==> src/rtl/assert_macros.svh <==
// Assertion macros shared by the RTL of the block average design.
// Included by the top level, which checks its own control logic; no other dependencies.
`ifndef ASSERT_MACROS_SVH
`define ASSERT_MACROS_SVH
`ifndef SYNTHESIS
// Same-cycle implication, checked outside reset.
`define CHK_IMP(lbl, clk, rst_n, ante, cons) \
	lbl: assert property (@(posedge clk) disable iff (!(rst_n)) (ante) |-> (cons)) \
		else $error("implication check failed");
// Next-cycle implication, checked outside reset.
`define CHK_NXT(lbl, clk, rst_n, ante, cons) \
	lbl: assert property (@(posedge clk) disable iff (!(rst_n)) (ante) |=> (cons)) \
		else $error("next-cycle check failed");
`else
`define CHK_IMP(lbl, clk, rst_n, ante, cons)
`define CHK_NXT(lbl, clk, rst_n, ante, cons)
`endif
`endif

==> src/rtl/mcdba_pkg.sv <==
// Package of the block average design: fixed field widths, constants and shared types.
// Has no dependencies; the interfaces, the divider and the top level import it.
package mcdba_pkg;

	localparam int SAMPLE_W  = 12;
	localparam int CHAN_W    = 2;
	localparam int WIN_W     = 11;
	localparam int AVG_W     = 16;
	localparam int FRAC_BITS = 4;

	localparam logic [WIN_W-1:0] WINDOW_RESET = 11'd8;

	// Handshake-free status of the iterative divider.
	typedef struct packed {
		logic busy;
		logic done;
	} div_stat_t;

endpackage

==> src/rtl/mcdba_div.sv <==
// Restoring radix-2 divider, one quotient bit per cycle, saturating to the average width.
// Depends on mcdba_pkg for the result width and the status struct.
module mcdba_div import mcdba_pkg::*; #(
	parameter int NUM_W = 27,
	parameter int DEN_W = 11
) (
	input  logic             clk,
	input  logic             arst_n,
	input  logic             start,
	input  logic [NUM_W-1:0] dividend,
	input  logic [DEN_W-1:0] divisor,
	output logic [AVG_W-1:0] quotient,
	output div_stat_t        stat
);

	localparam int CNT_W = $clog2(NUM_W + 1);

	logic [NUM_W-1:0] num_q;
	logic [DEN_W-1:0] den_q;
	logic [DEN_W-1:0] rem_q;
	logic [CNT_W-1:0] cnt_q;
	logic             busy_q;
	logic             done_q;

	logic [DEN_W:0]   rem_sh;
	logic [DEN_W:0]   rem_sub;
	logic             ge;
	logic [DEN_W-1:0] rem_nxt;

	// The shifted partial remainder stays below twice the divisor, so one
	// compare and subtract settles each quotient bit.
	always_comb begin
		rem_sh  = {rem_q, num_q[NUM_W-1]};
		ge      = rem_sh >= {1'b0, den_q};
		rem_sub = rem_sh - {1'b0, den_q};
		rem_nxt = ge ? rem_sub[DEN_W-1:0] : rem_sh[DEN_W-1:0];
	end

	always_ff @(posedge clk or negedge arst_n) begin
		if (!arst_n) begin
			busy_q <= 1'b0;
			done_q <= 1'b0;
			cnt_q  <= '0;
		end else begin
			done_q <= 1'b0;
			if (start) begin
				busy_q <= 1'b1;
				cnt_q  <= CNT_W'(NUM_W);
			end else if (busy_q) begin
				cnt_q <= cnt_q - 1'b1;
				if (cnt_q == CNT_W'(1)) begin
					busy_q <= 1'b0;
					done_q <= 1'b1;
				end
			end
		end
	end

	// The dividend register shifts out its top bit and collects quotient bits.
	always_ff @(posedge clk) begin
		if (start) begin
			num_q <= dividend;
			den_q <= divisor;
			rem_q <= '0;
		end else if (busy_q) begin
			num_q <= {num_q[NUM_W-2:0], ge};
			rem_q <= rem_nxt;
		end
	end

	assign quotient = (|num_q[NUM_W-1:AVG_W]) ? '1 : num_q[AVG_W-1:0];
	assign stat     = '{busy: busy_q, done: done_q};

endmodule

==> config.mk <==
export PLATFORM = sky130hd
export DESIGN_NAME = mcdba_div
export DESIGN_NICKNAME = d
export VERILOG_FILES = /design/src/rtl/assert_macros.svh /design/src/rtl/mcdba_pkg.sv /design/src/rtl/mcdba_div.sv
export SDC_FILE = /design/constraint.sdc
export NUM_CORES = 1
export LEC_CHECK = 0
export ABC_AREA = 1
export ABC_CLOCK_PERIOD_IN_PS = 2150
export BUFFER_PORTS_ARGS = -buffer_cell sky130_fd_sc_hd__buf_2
export CAP_MARGIN = 20
export CORE_MARGIN = 5
export CORE_UTILIZATION = 40
export CTS_BUF_LIST = sky130_fd_sc_hd__clkbuf_8
export CTS_CLUSTER_SIZE = 16
export DETAILED_ROUTE_END_ITERATION = 12
export GPL_ROUTABILITY_DRIVEN = 1
export SLEW_MARGIN = 20
export SYNTH_ARGS = -nofsm -noshare
export SYNTH_HDL_FRONTEND = slang
export SYNTH_SLANG_ARGS = --single-unit
==> constraint.sdc <==
create_clock -name clk -period 2.15 [get_ports clk]
set_input_delay 0 -clock clk [delete_from_list [all_inputs] [get_ports clk]]
set_output_delay 0 -clock clk [all_outputs]
set_load 0.05 [all_outputs]
==> impl_metrics.toml <==
[sta]
timing.fmax_mhz = 508.8
grt_setup_unrepaired = "false"
finalCriticalPeriod_ns = 1.965
drv_slew = 0
period_share_pct = 91.42
setup-violations-final = 0
skew_ns = 0.007539
hold_viol = 0
finalSetupTns_ns = 0
fin_ws_ns = 0.1845
relSlewSlack_pct = 76.37
tightestPinTransition_ns = 0.3545

[setup_path]
r2r_start = "num_q[26]$_DFFE_PP_"
cp.arrival_ns = 2.18
crit_path_end_kind = "flip-flop"
crit_required_ns = 2.37
critPathKind = "reg2reg"
critPathLaunchType = "flip-flop"
ff2ff_setup_slack_ns = 0.18
reg2regPathDepth = 12
r2r-end = "rem_q[7]$_SDFFE_PP0P_"
path_max_fanout = 7

[layout]
syn2layout_area_growth_pct = 27.75
final_nets = 555
num_antenna_cells = 0
final_cells = 603
final_util_pct = 52.90
drive_gt1_share_pct = 20.36

[grt]
grt_pass1_wl_um = 12840
antenna_found_initial = 0
grt_max_degree = 35
grt_usage_pct = 15.67
grt_pass1_vias = 2926
grt_overflow = 0

[route]
routed_wl_um = 7497
first_iter_violations = 133
drc = 0
first_pass_iters = 4
vias = 2903
wire_per_inst_um = 12.43
viasPerCell = 4.814
ant_nets = 0

[floorplanning]
rows = 32
coreArea_um2 = 7807
pin_count = 59
dieWidth_um = 99.91
start_util_pct = 41.41
dieArea_um2 = 9981
die_h_um = 99.91

[synthesis]
yosysWarnings = 0
synthArstFlopShare_pct = 12.50
synth_nets = 455
synth_area_um2 = 3233
ys_seq_area_share_pct = 47.52
netlist_instances = 400
synth_cell_types = 30
ys.flop_type = "edfxtp_1"
synth_top_area_cell = "edfxtp_1"
synth_top_area_share_pct = 35.29
ys_ff_latch = 56
synth_area_leaders = "edfxtp_1 (35%), nand2_1 (13%), inv_1 (8.9%)"
avgSynthCellArea_um2 = 8.083
synth-edff-count = 38

[cts]
cts_max_path_buffers = 2
numCtsBuffers = 5
cts_tree = "yes"
htreeDepth = 2
cts.sinks = 56
post_cts_buffers = 0
clkTransAtPathRegs_ns = 0.10
cts_root_buf = "clkbuf_8"
clock_latency_ns = 0.31

[power]
ir_drop_uv = 348.3
power.density_nw_per_um2 = 804.3
power_uw = 3322
p_leak_uw = 0.002010

[placed_design]
dpl_worst_slack_ns = 0.1318
dp_hpwl_um = 5254
gp_congestion = 0.9072
placedCellCount = 556
io_buffer_count = 58

[min_path]
min_path_type = "in2async"

[run]
cap_violations = 0

[status]
status = "complete, no violations"
[flip-flops by register name, summed over array words and instances (netlist names)]
register and count:
den_q 11, rem_q 11, done_q 1, num_q 27, cnt_q 5, busy_q 1
[cell usage after synthesis, types with 2 or more instances]
| cell type | number |
|---|---|
| inv_2 | 2 |
| nand2_2 | 12 |
| ha_1 | 13 |
| nand3_2 | 6 |
| nand4_1 | 17 |
| dfrtp_1 | 7 |
| dfxtp_1 | 11 |
| clkbuf_1 | 8 |
| a21oi_1 | 6 |
| nor2_2 | 2 |
| buf_4 | 2 |
| nand2_1 | 112 |
| nor2_1 | 16 |
| buf_2 | 3 |
| edfxtp_1 | 38 |
| xnor2_1 | 2 |
| o21ai_0 | 30 |
| inv_1 | 77 |
| nand3_1 | 25 |
[worst max path at each step]
stage	startpoint	to	slack, ns	depth (start not counted)
after floorplan	num_q[26]$_DFFE_PP_	rem_q[10]$_SDFFE_PP0P_	0.37	12
after global placement	num_q[26]$_DFFE_PP_	rem_q[8]$_SDFFE_PP0P_	0.20	12
after detailed placement	num_q[26]$_DFFE_PP_	rem_q[9]$_SDFFE_PP0P_	0.13	12
after CTS	num_q[26]$_DFFE_PP_	rem_q[9]$_SDFFE_PP0P_	0.12	12
after global routing	num_q[26]$_DFFE_PP_	rem_q[10]$_SDFFE_PP0P_	0.01	12
final	num_q[26]$_DFFE_PP_	rem_q[7]$_SDFFE_PP0P_	0.18	12
[power by group]
group          total (µW)  leakage [µW]  switching [µW]  internal (µW)
registers            1400      0.000571            90.0           1310
clock network         568     0.0000430             345            222
logic                1350       0.00140             810            542
total                3320       0.00201            1250           2080
[area by class of cell]
type / instances / area [µm²]
Clock inverter: 3 / 15.01
Inverter: 79 / 296.5
Timing Repair Buffer: 108 / 763.2
Tap cell: 102 / 127.6
Sequential cell: 56 / 1536
Fill cell: 752 / 3677
Clock buffer: 5 / 68.82
Multi-Input combinational cell: 250 / 1323
[what timing repair did]
item                                    in CTS  in global routing
endpoints found under the setup margin       0                  7
hold buffers                                39                  0
gates resized for setup                      0                  1
hold endpoints to repair                    45                  0
[placed cells by master, fill, tap and decap left out, drive strengths merged, types with 2 or more instances in the layout]
cell type / Yosys / routed
buf: 7 / 69
nor2: 19 / 19
nand3: 31 / 31
nand4: 18 / 18
o21ai: 30 / 30
dlygate4sd3: 0 / 39
a21oi: 7 / 7
inv: 79 / 80
clkbuf: 8 / 5
nand2: 124 / 124
dfrtp: 7 / 7
edfxtp: 38 / 38
ha: 13 / 13
dfxtp: 11 / 11
xnor2: 2 / 2
[cell families after synthesis]
family | synth area share [%]
AO/OA/AOI/OAI | 6.076
XOR/XNOR | 0.8128
adder cells (fa/ha/maj) | 5.650
buffers and inverters | 11.84
flip-flops | 47.52
AND/OR/NAND/NOR | 28.10
[metrics by stage]
stage / hold WS (ns) / area [µm²]
after floorplan: -0.2956 / 3233
after global placement: -0.1589 / 3647
after detailed placement: -0.1548 / 3647
after CTS: 0.04669 / 4121
after global routing: 0.05260 / 4130
final: 0.05174 / 4130
[worst max-delay path: stages, from the launching register on]
cell	delay (ns)
edfxtp_1	0.33
inv_1	0.06
ha_1	0.23
fa_1	0.41
inv_1	0.10
nand3_1	0.08
nand3_2	0.12
nand2_2	0.09
nand4_4	0.13
buf_4	0.17
nand3_2	0.06
nand3_1	0.06
nand2_1	0.05
[layer usage]
layer,global-route usage [%],vias up,routed length (µm)
li1,-,1476,-
met1,19.56,1316,3338
met2,27.09,94,3581
met3,3.127,17,445
met4,5.147,0,132
met5,0,-,0
Power figures use the tool's default switching activity.
