--- config.mk ---
export PLATFORM = sky130hd
export DESIGN_NAME = mcdba_ram
export DESIGN_NICKNAME = d
export VERILOG_FILES = /design/src/rtl/assert_macros.svh /design/src/rtl/mcdba_ram.sv
export SDC_FILE = /design/constraint.sdc
export NUM_CORES = 1
export LEC_CHECK = 0
export ABC_CLOCK_PERIOD_IN_PS = 1200
export BUFFER_PORTS_ARGS = -buffer_cell sky130_fd_sc_hd__buf_2
export CAP_MARGIN = 20
export CELL_PAD_IN_SITES_DETAIL_PLACEMENT = 0
export CELL_PAD_IN_SITES_GLOBAL_PLACEMENT = 1
export CORE_ASPECT_RATIO = 0.8
export CORE_MARGIN = 10
export CORE_UTILIZATION = 45
export CTS_BUF_LIST = sky130_fd_sc_hd__clkbuf_2
export CTS_CLUSTER_DIAMETER = 100
export DETAILED_ROUTE_END_ITERATION = 10
export GPL_ROUTABILITY_DRIVEN = 0
export HOLD_SLACK_MARGIN = 0.02
export MAX_ROUTING_LAYER = met4
export PLACE_DENSITY_LB_ADDON = 0.1
export SYNTH_ARGS = -nofsm -noshare
export SYNTH_HDL_FRONTEND = slang
export SYNTH_SLANG_ARGS = --single-unit
--- constraint.sdc ---
create_clock -name clk -period 1.2 [get_ports clk]
set_input_delay 0.06 -clock clk [delete_from_list [all_inputs] [get_ports clk]]
set_output_delay 0.06 -clock clk [all_outputs]
set_load 0.01 [all_outputs]
--- src/rtl/assert_macros.svh ---
// Assertion macros shared by the RTL of the block average design.
// Included by the top level, which checks its own control logic; no other dependencies.
`ifndef ASSERT_MACROS_SVH
`define ASSERT_MACROS_SVH
`ifndef SYNTHESIS
// Same-cycle implication, checked outside reset.
`define CHK_IMP(lbl, clk, rst_n, ante, cons) \
	lbl: assert property (@(posedge clk) disable iff (!(rst_n)) (ante) |-> (cons)) \
		else $error("implication check failed");
// Next-cycle implication, checked outside reset.
`define CHK_NXT(lbl, clk, rst_n, ante, cons) \
	lbl: assert property (@(posedge clk) disable iff (!(rst_n)) (ante) |=> (cons)) \
		else $error("next-cycle check failed");
`else
`define CHK_IMP(lbl, clk, rst_n, ante, cons)
`define CHK_NXT(lbl, clk, rst_n, ante, cons)
`endif
`endif

--- src/rtl/mcdba_ram.sv ---
// Generic single-port-write, single-port-read RAM with a registered read.
// No package dependencies.
module mcdba_ram #(
	parameter int WIDTH = 8,
	parameter int DEPTH = 4
) (
	input  logic                                     clk,
	input  logic                                     we,
	input  logic [(DEPTH > 1 ? $clog2(DEPTH) : 1)-1:0] waddr,
	input  logic [WIDTH-1:0]                         wdata,
	input  logic                                     re,
	input  logic [(DEPTH > 1 ? $clog2(DEPTH) : 1)-1:0] raddr,
	output logic [WIDTH-1:0]                         rdata
);

	logic [WIDTH-1:0] mem [DEPTH];

	always_ff @(posedge clk) begin
		if (we) begin
			mem[waddr] <= wdata;
		end
		if (re) begin
			rdata <= mem[raddr];
		end
	end

endmodule

==> results of run 1 <==
## layout make-up
cell class              instances  area, sq um  area share (%)
repair buffers                 34          223            13.0
clock buffers                   5         25.0            1.46
clock inverters                 2         7.51           0.437
flip-flops and latches         40         1200            69.9
multi-input cells              12          211            12.3
well taps                      40         50.0            2.91
## registers in the layout, summed over array words and instances, names as in the netlist
name / count
rdata: 8
mem: 32
## routing by layer
| metal | share of wire [%] | GRT usage [%] | up-vias |
|---|---|---|---|
| li1 | - | - | 307 |
| met1 | 41 | 8.90 | 317 |
| met2 | 54 | 13.4 | 22 |
| met3 | 5.1 | 3.48 | 0 |
| met4 | 0 | 3.40 | 0 |
| met5 | 0 | - | - |
## layout by cell type (no fill, tap or decap)
cell and n:
nor3b_1 1, mux4_2 8, and3b_1 2, buf_4 3, edfxtp_1 40, and3_1 1
clkbuf_2 5, dlygate4sd3_1 9, buf_2 22, clkinv_1 2
## power by group through the flow
stage | clock (mW) | combinational (mW) | sequential, mW
after detailed placement | 0 | 0.159 | 1.67
final | 0.496 | 0.178 | 1.64
after global routing | 0.581 | 0.198 | 1.65
after CTS | 0.524 | 0.181 | 1.64
after floorplan | 0 | 0.0720 | 1.68
after global placement | 0 | 0.156 | 1.67
## per-stage QoR
stage | utilization (%) | cells | hold WS [ns]
floorplan | - | 54 | 0.159
global placement | 52.1 | 117 | 0.275
detailed placement | 52.1 | 117 | 0.283
CTS | 56.1 | 133 | 0.132
global route | 56.1 | 133 | 0.148
finish | 56.1 | 133 | 0.156
## kinds of logic (layout without fill, tap and decap cells)
logic type,after synthesis,after routing
buffers and inverters,2,41
multiplexers,8,8
AND/OR/NAND/NOR,4,4
flip-flops,40,40
## what timing repair did
item,in CTS,in global routing
buffers inserted,0,0
endpoints found under the hold margin,34,0
setup endpoints to repair,0,0
hold buffers,9,0
## path summary, 6_finish.rpt
| check | endpoint | start | slack, ns |
|---|---|---|---|
| setup / recovery | rdata[3] | mem[3][3] | 0.11 |
| hold / removal | mem[2][2] | waddr[1] | 0.16 |
| setup reg to reg | rdata[3] | mem[3][3] | 0.11 |
| hold reg to reg | rdata[2] | mem[1][2] | 0.65 |
==> flow_summary.toml, run 1 <==
[outcome]
status = "finished, final reports clean"

[floorplanning]
die_y_microns = 70.4
start_util_pct = 46.7
die_x_microns = 83
pin_count = 23
dieArea_sq_um = 5840
rows = 18
core_area_sq_um = 3060

[critical_path]
cpPeakStageDelay_ns = 0.47
critPathLaunchType = "flip-flop"
crit_slowest_cell = "mux4_2"
crit_fanout = 1
crit_chain = "mux4_2"
critical_path_arrival_ns = 1.21
end_kind = "flip-flop"
path_buf_inv = 0
critPathKind = "flip-flop to flip-flop"
crit_cells = 1
cp_data_required_time_ns = 1.32
reg2regPathDepth = 1
crit_family = "multiplexers"

[clock_network]
root_buffer = "clkbuf_2"
cts_resized = 0
cts_buffer_depth = 2
cts_made_buffers = 5
clkTransAtPathRegs_ns = 0.16
cts_num_sinks = 40
cts_tree = "yes"
h-tree-depth = 2
clock_latency_ns = 0.35

[timing]
tightest_slew_ns = 0.406
setup_viol = 0
finalClockSkew_ns = 0.00462
tns_ns = 0
rsz0062_at_grt = "false"
fin_crit_ns = 1.09
setup_slack_ns = 0.106
relSlewSlack_pct = 72.9
timing.final.crit_share_pct = 91.2
fmax_ghz = 0.914
slew_viol_final = 0
hold_viol_final = 0

[hold_path]
hold_path_class = "input port to flip-flop"
holdPathStages = 2

[final_layout]
design_area_sq_um = 1720
drive_gt1_share_pct = 40.9
n_fill_cell = 249
final_nets = 108
area_growth_syn_to_layout_pct = 20.2
num_antenna_cells = 0

[place]
numPortBuffers = 22
dp_slack_ns = 0.0375
postPlaceCellArea_sq_um = 1600

[pwr]
switching_share_pct = 20.5
clkPwrFrac_pct = 21.5
power.density_nw_per_um2 = 1350
power_frac_seq_pct = 70.8
total_power_mw = 2.31
p_leak_nw = 0.608
p_sw_uw = 473
p_int_mw = 1.84
power_frac_comb_pct = 7.7
vdd_drop_max_v = 0.000703

[synthesis]
synth_compound_area_share_pct = 0
synth_flop_cell = "edfxtp_1"
synth_edf_count = 40
synth_mux_area_share_pct = 12.6
synth_nets = 69
yosysWarnings = 0
ys_ff_latch = 40
post_synth_instance_area_sq_um = 1430
syn_avg_cell_area_sq_um = 26.5
synth_area_leaders = "edfxtp_1 84%, mux4_2 13%, and3b_1 1.2%, buf_6 0.79%, nor3b_1 0.53%"
synth_seq_area_share_pct = 84.1
synth_simple_gate_area_share_pct = 2.19
synth_top_family_by_area = "multiplexers"
synthTopCellsByCount = "40 x edfxtp_1, 8 x mux4_2, 2 x and3b_1"
async_flop_share_pct = 0
yosysTopAreaCell = "edfxtp_1"
yosysMostFrequentCell = "edfxtp_1"
yosysUniqueCellTypes = 7
syn_inst = 54
synth_xor_area_share_pct = 0
synth_top_area_share_pct = 84.1
synth_adder_area_share_pct = 0

[grt]
grt_pass1_vias = 769
grt_max_degree = 12
antenna_found_initial = 0
grt_pass1_wl_microns = 3660
grt-ovfl-total = 0
grt_usage_pct = 8.32

[routing]
drt_iter0_markers = 89
wl_per_cell_microns = 16.6
ant_nets = 0
wirelength_microns = 2210
firstDrtPassIters = 4
drc_errors = 0
viasPerCell = 4.86
vias = 646

[flow_run]
drv_cap = 0
(Power assumes the default switching activity.)
==> run 2, diff against run 1 <==
--- a/config.mk
+++ b/config.mk
@@ -7,2 +7,3 @@
 export LEC_CHECK = 0
+export ABC_AREA = 1
 export ABC_CLOCK_PERIOD_IN_PS = 1200
@@ -14,3 +15,3 @@
 export CORE_MARGIN = 10
-export CORE_UTILIZATION = 45
+export CORE_UTILIZATION = 42
 export CTS_BUF_LIST = sky130_fd_sc_hd__clkbuf_2
==> constraint.sdc (replaced) <==
create_clock -name clk -period 1.2 [get_ports clk]
set_input_delay 0.24 -clock clk [delete_from_list [all_inputs] [get_ports clk]]
set_output_delay 0.24 -clock clk [all_outputs]
set_load 0.01 [all_outputs]
==> run 2 against run 1 <==
First-iteration DRC count decreased by 13%. Largest cell class unchanged. Highest routed layer is now met4. Total power increased by 4.5%. Combinational power increased by 22%. Critical path type is now flip-flop to output pin. Clock skew increased by 0.011 ns. Global-route usage increased by 1.9 points. The flow now finishes with violations (setup timing). Non-clock buffer count decreased by 4. Fmax decreased by 9.3%.
==> flow_summary.toml, run 2 <==
[final_layout]
final_nets = 189
largest-register = "mem"
layout_common_cells = "40 x nand2_1, 40 x edfxtp_1, 36 x inv_1"
largest_reg_flops = 32
biggestRegsByFlops = "mem: 32 flops, rdata: 8 flops"
stdcell_count = 230
num_antenna_cells = 0
drive_gt1_share_pct = 21.1
utilization_pct = 50.1
area_growth_syn_to_layout_pct = 16.4

[floorplanning]
start_util_pct = 43.1
die_y_microns = 75.7
die_x_microns = 89.6
core_area_sq_um = 3780
dieArea_sq_um = 6780
rows = 20
pin_count = 23

[pwr]
switching_share_pct = 23.0
p_leak_nw = 0.868
power_frac_comb_pct = 9.0
p_int_mw = 1.86
power_frac_seq_pct = 67.8
clkPwrFrac_pct = 23.2
p_sw_uw = 555
vdd_drop_max_v = 0.000657
power.density_nw_per_um2 = 1280

[synthesis]
post_synth_instance_area_sq_um = 1630
ys_ff_latch = 40
async_flop_share_pct = 0
synthTopCellsByCount = "40 x edfxtp_1, 40 x nand2_1, 36 x inv_1"
synth_seq_area_share_pct = 73.8
yosysTopAreaCell = "edfxtp_1"
syn_inst = 141
synth_top_area_share_pct = 73.8
syn_avg_cell_area_sq_um = 11.5
synth_nets = 156
synth_flop_cell = "edfxtp_1"
synth_edf_count = 40
yosysWarnings = 0
yosysUniqueCellTypes = 9
synth_area_leaders = "edfxtp_1 74%, nand2_1 9.2%, inv_1 8.3%, nand3_1 4.9%, buf_6 1.4%"

[timing]
tns_ns = -0.00654
relSlewSlack_pct = 77.8
fmax_ghz = 0.829
slew_viol_final = 0
hold_slack_ns = 0.0581
setup_slack_ns = -0.00654
finalClockSkew_ns = 0.0152
tightest_slew_ns = 0.333
setup_viol = 1
hold_viol_final = 0
fin_crit_ns = 1.21
timing.final.crit_share_pct = 101
rsz0062_at_grt = "true"

[hold_path]
hold_path_class = "input port to flip-flop"

[clock_network]
cts_num_sinks = 40
clock_latency_ns = 0.38
h-tree-depth = 2
cts_buffer_depth = 2
cts_made_buffers = 5
root_buffer = "clkbuf_2"
cts_tree = "yes"
cts_setup_buffers = 0
clkTransAtPathRegs_ns = 0.19

[critical_path]
critical_path_arrival_ns = 0.97
critPathLaunchType = "flip-flop"
cp_data_required_time_ns = 0.96
path_buf_inv = 1
crit_chain = "buf_6"
critPathKind = "flip-flop to output pin"
crit_fanout = 1
crit_family = "flip-flops"
cpPeakStageDelay_ns = 0.44
end_kind = "output pin"
crit_slowest_cell = "edfxtp_1"

[place]
dp_hpwl_microns = 2140
dp.cells = 219
numPortBuffers = 22
dp_slack_ns = 0.0574

[routing]
ant_nets = 0
firstDrtPassIters = 4
drc_errors = 0
vias = 1018
viasPerCell = 4.43
wl_per_cell_microns = 13.0
wirelength_microns = 2990
drt_iter0_markers = 77

[outcome]
violations = "setup timing"
status = "complete, but fails checks"

[grt]
antenna_found_initial = 0
grt_usage_pct = 10.3
grt_pass1_vias = 1037
grt-ovfl-total = 0
grt_pass1_wl_microns = 4940
grt_max_degree = 18

[flow_run]
drv_cap = 0
==> run 2: cell types whose count changed after synthesis, sizes merged, moves of 2 or more <==
| cell | before | now |
|---|---|---|
| and3b | 2 | 0 |
| nor3 | 0 | 4 |
| inv | 0 | 37 |
| buf | 1 | 4 |
| nand3 | 0 | 16 |
| nand2 | 0 | 40 |
| mux4 | 8 | 0 |
==> run 2: repair_timing <==
action | in CTS | in global routing
hold buffers | 0 | 3
endpoints found under the hold margin | 0 | 12
resized for setup | 0 | 1
setup endpoints to repair | 2 | 8
==> run 2: worst paths after layout <==
path	startpoint	cells after the start	to	slack, ns
max reg2reg	mem[3][7]	4	rdata[7]	0.32
min reg2reg	mem[0][5]	4	rdata[5]	0.63
min	wdata[2]	1	mem[2][2]	0.06
max	rdata[3]	1	rdata[3]	-0.007
==> run 2: power groups by stage <==
stage | clock [mW] | combinational [mW] | sequential, mW
finish | 0.560 | 0.217 | 1.64
global route | 0.653 | 0.250 | 1.65
CTS | 0.578 | 0.213 | 1.64
detailed placement | 0 | 0.212 | 1.67
global placement | 0 | 0.206 | 1.67
floorplan | 0 | 0.109 | 1.68
==> run 2: per-layer routing <==
metal  vias to the layer above  global-route usage, %  wire length (microns)
li1                        508                      -                      -
met1                       484                   12.5                   1390
met2                        21                   15.4                   1400
met3                         5                   4.49                    170
met4                         0                   2.64                     25
met5                         -                      -                      0
==> run 2: layout make-up <==
class	instances	area, sq um
Multi-Input combinational cell	60	260
Clock inverter	1	3.75
Clock buffer	7	35.0
Timing Repair Buffer	30	184
Fill cell	350	1880
Tap cell	55	68.8
Sequential cell	40	1200
Inverter	37	141
==> run 2: cells by family after synthesis <==
kind of cell / after synthesis / synth area share [%]
flip-flops: 40 / 73.8
buffers and inverters: 41 / 10.8
AND/OR/NAND/NOR: 60 / 15.4
==> run 2: stage by stage <==
stage / area, sq um / power, mW
floorplan: 1640 / 1.79
global placement: 1820 / 1.88
detailed placement: 1820 / 1.88
CTS: 1860 / 2.43
global route: 1890 / 2.55
finish: 1890 / 2.42
==> run 2: worst reg2reg max path, cell delays in order, from the launching register on <==
cell and delay [ns]:
edfxtp_1 0.40, inv_1 0.07, nand2_1 0.04, nand3_1 0.09
nand2_1 0.06
==> run 3, diff against run 2 <==
- ABC_AREA: 1 -> not set
- CORE_UTILIZATION: 42 -> 45
==> run 3 against run 2 <==
The run now ends clean. Total power shrank 3.1%. Fmax up 3.0%. Setup slack improved by 0.035 ns. Combinational power down 18%. Clock-buffer cell count decreased by 1. Critical endpoint is now rdata[4]. Final cell count fell by 45%. Clock power fell by 6.2%. Utilization rose by 5.4 points. Flip-flop and latch count is the same. Largest power group unchanged. Largest cell class unchanged. Global-route usage fell by 2.2 points. Critical path depth unchanged. Clock skew shrank 0.0077 ns.
==> flow_summary.toml, run 3 (synthesis results as in run 1) <==
[pwr]
p_leak_nw = 0.601
vdd_drop_max_v = 0.000739
power.density_nw_per_um2 = 1380

[clock_network]
ctsHoldBuffers = 0
root_buffer = "clkbuf_2"
cts_tree = "yes"
cts_buffer_depth = 2
h-tree-depth = 2
clock_latency_ns = 0.37
clkTransAtPathRegs_ns = 0.17
cts_num_sinks = 40
cts_made_buffers = 5

[critical_path]
reg2regPathDepth = 1
cp_data_required_time_ns = 0.96
setup.worst_path.end = "rdata[4]"
cpPeakStageDelay_ns = 0.41
crit_slowest_cell = "edfxtp_1"
path_buf_inv = 1
r2r-end = "rdata[0]"
crit_fanout = 1
crit_start = "rdata[4]"
crit_chain = "buf_2"
critical_path_arrival_ns = 0.93
r2r-start = "mem[3][0]"
critPathLaunchType = "flip-flop"
crit_family = "flip-flops"
crit_cells = 1
critPathKind = "flip-flop to output pin"
end_kind = "output pin"
r2r_slack_ns = 0.10

[timing]
timing.final.crit_share_pct = 97.6
tns_ns = 0
slew_viol_final = 0
rsz0062_at_grt = "true"
setup_slack_ns = 0.0284
finalClockSkew_ns = 0.00748
hold_viol_final = 0
fin_crit_ns = 1.17
fmax_ghz = 0.854
hold_slack_ns = 0.0728
setup_viol = 0
tightest_slew_ns = 0.201
relSlewSlack_pct = 86.6

[routing]
ant_nets = 0
viasPerCell = 4.95
wl_per_cell_microns = 17.2
vias = 624
drt_iter0_markers = 56
drc_errors = 0
firstDrtPassIters = 2
wirelength_microns = 2170

[grt]
grt-ovfl-total = 0
grt_usage_pct = 8.07
grt_pass1_vias = 752
grt_max_degree = 12
antenna_found_initial = 0
grt_pass1_wl_microns = 3510

[floorplanning]
rows = 18
core_area_sq_um = 3060
start_util_pct = 46.7
pin_count = 23
dieArea_sq_um = 5840
die_x_microns = 83
die_y_microns = 70.4

[final_layout]
layout_common_cells = "40 x edfxtp_1, 22 x buf_2, 8 x mux4_2"
num_antenna_cells = 0
final_common_cell = "edfxtp_1"
utilization_pct = 55.5
largest_reg_flops = 32
n_fill_cell = 245
largest-register = "mem"
area_growth_syn_to_layout_pct = 19.0
design_area_sq_um = 1700
drive_gt1_share_pct = 50.0
biggestRegsByFlops = "mem: 32 flops, rdata: 8 flops"
final_nets = 101

[place]
postPlaceCellArea_sq_um = 1670
dp_slack_ns = -0.0688
numPortBuffers = 22

[outcome]
status = "finished, final reports clean"

[flow_run]
drv_cap = 0

[hold_path]
hold_path_class = "input port to flip-flop"
==> run 3: power breakdown <==
part           internal (mW)  total (mW)  switching (mW)  leakage (nW)
sequential              1.62        1.64          0.0157         0.372
combinational         0.0958       0.179          0.0832         0.200
clock                  0.139       0.525           0.386        0.0288
==> run 3: what timing repair did <==
| item | 4_1_cts | 5_1_grt |
|---|---|---|
| setup buffers | 0 | 0 |
| gates resized for setup | 0 | 0 |
| pin swaps | 0 | 0 |
| setup endpoints to repair | 1 | 8 |
==> run 3: worst min path at each step <==
stage,startpoint,to,slack (ns),cells past startpoint
2_1_floorplan,wdata[0],mem[0][0],0.34,0
3_3_place_gp,wdata[1],mem[3][1],0.45,1
3_5_place_dp,wdata[5],mem[3][5],0.46,1
4_1_cts,wdata[1],mem[3][1],0.05,1
5_1_grt,wdata[3],mem[1][3],0.03,1
6_report,wdata[5],mem[3][5],0.07,1
==> run 3: metrics by stage <==
| step | power, mW | std cells |
|---|---|---|
| floorplan | 1.75 | 54 |
| global placement | 1.85 | 119 |
| detailed placement | 1.86 | 119 |
| CTS | 2.37 | 126 |
| global route | 2.44 | 126 |
| finish | 2.34 | 126 |
==> run 3: cell type report <==
| cell class | count | area [sq um] | area share (%) |
|---|---|---|---|
| Sequential cell | 40 | 1200 | 70.6 |
| Multi-Input combinational cell | 12 | 216 | 12.7 |
| Timing Repair Buffer | 27 | 198 | 11.6 |
| Tap cell | 40 | 50.0 | 2.94 |
| Clock buffer | 6 | 30.0 | 1.77 |
| Clock inverter | 1 | 5.00 | 0.294 |
==> run 3: metal layers <==
layer  global-route usage (%)  wire length [microns]  up-vias
met5                        -                      0        -
met4                     4.53                     29        0
met3                     3.48                    101        3
met2                     13.2                   1130       18
met1                     7.98                    908      310
li1                         -                      -      293
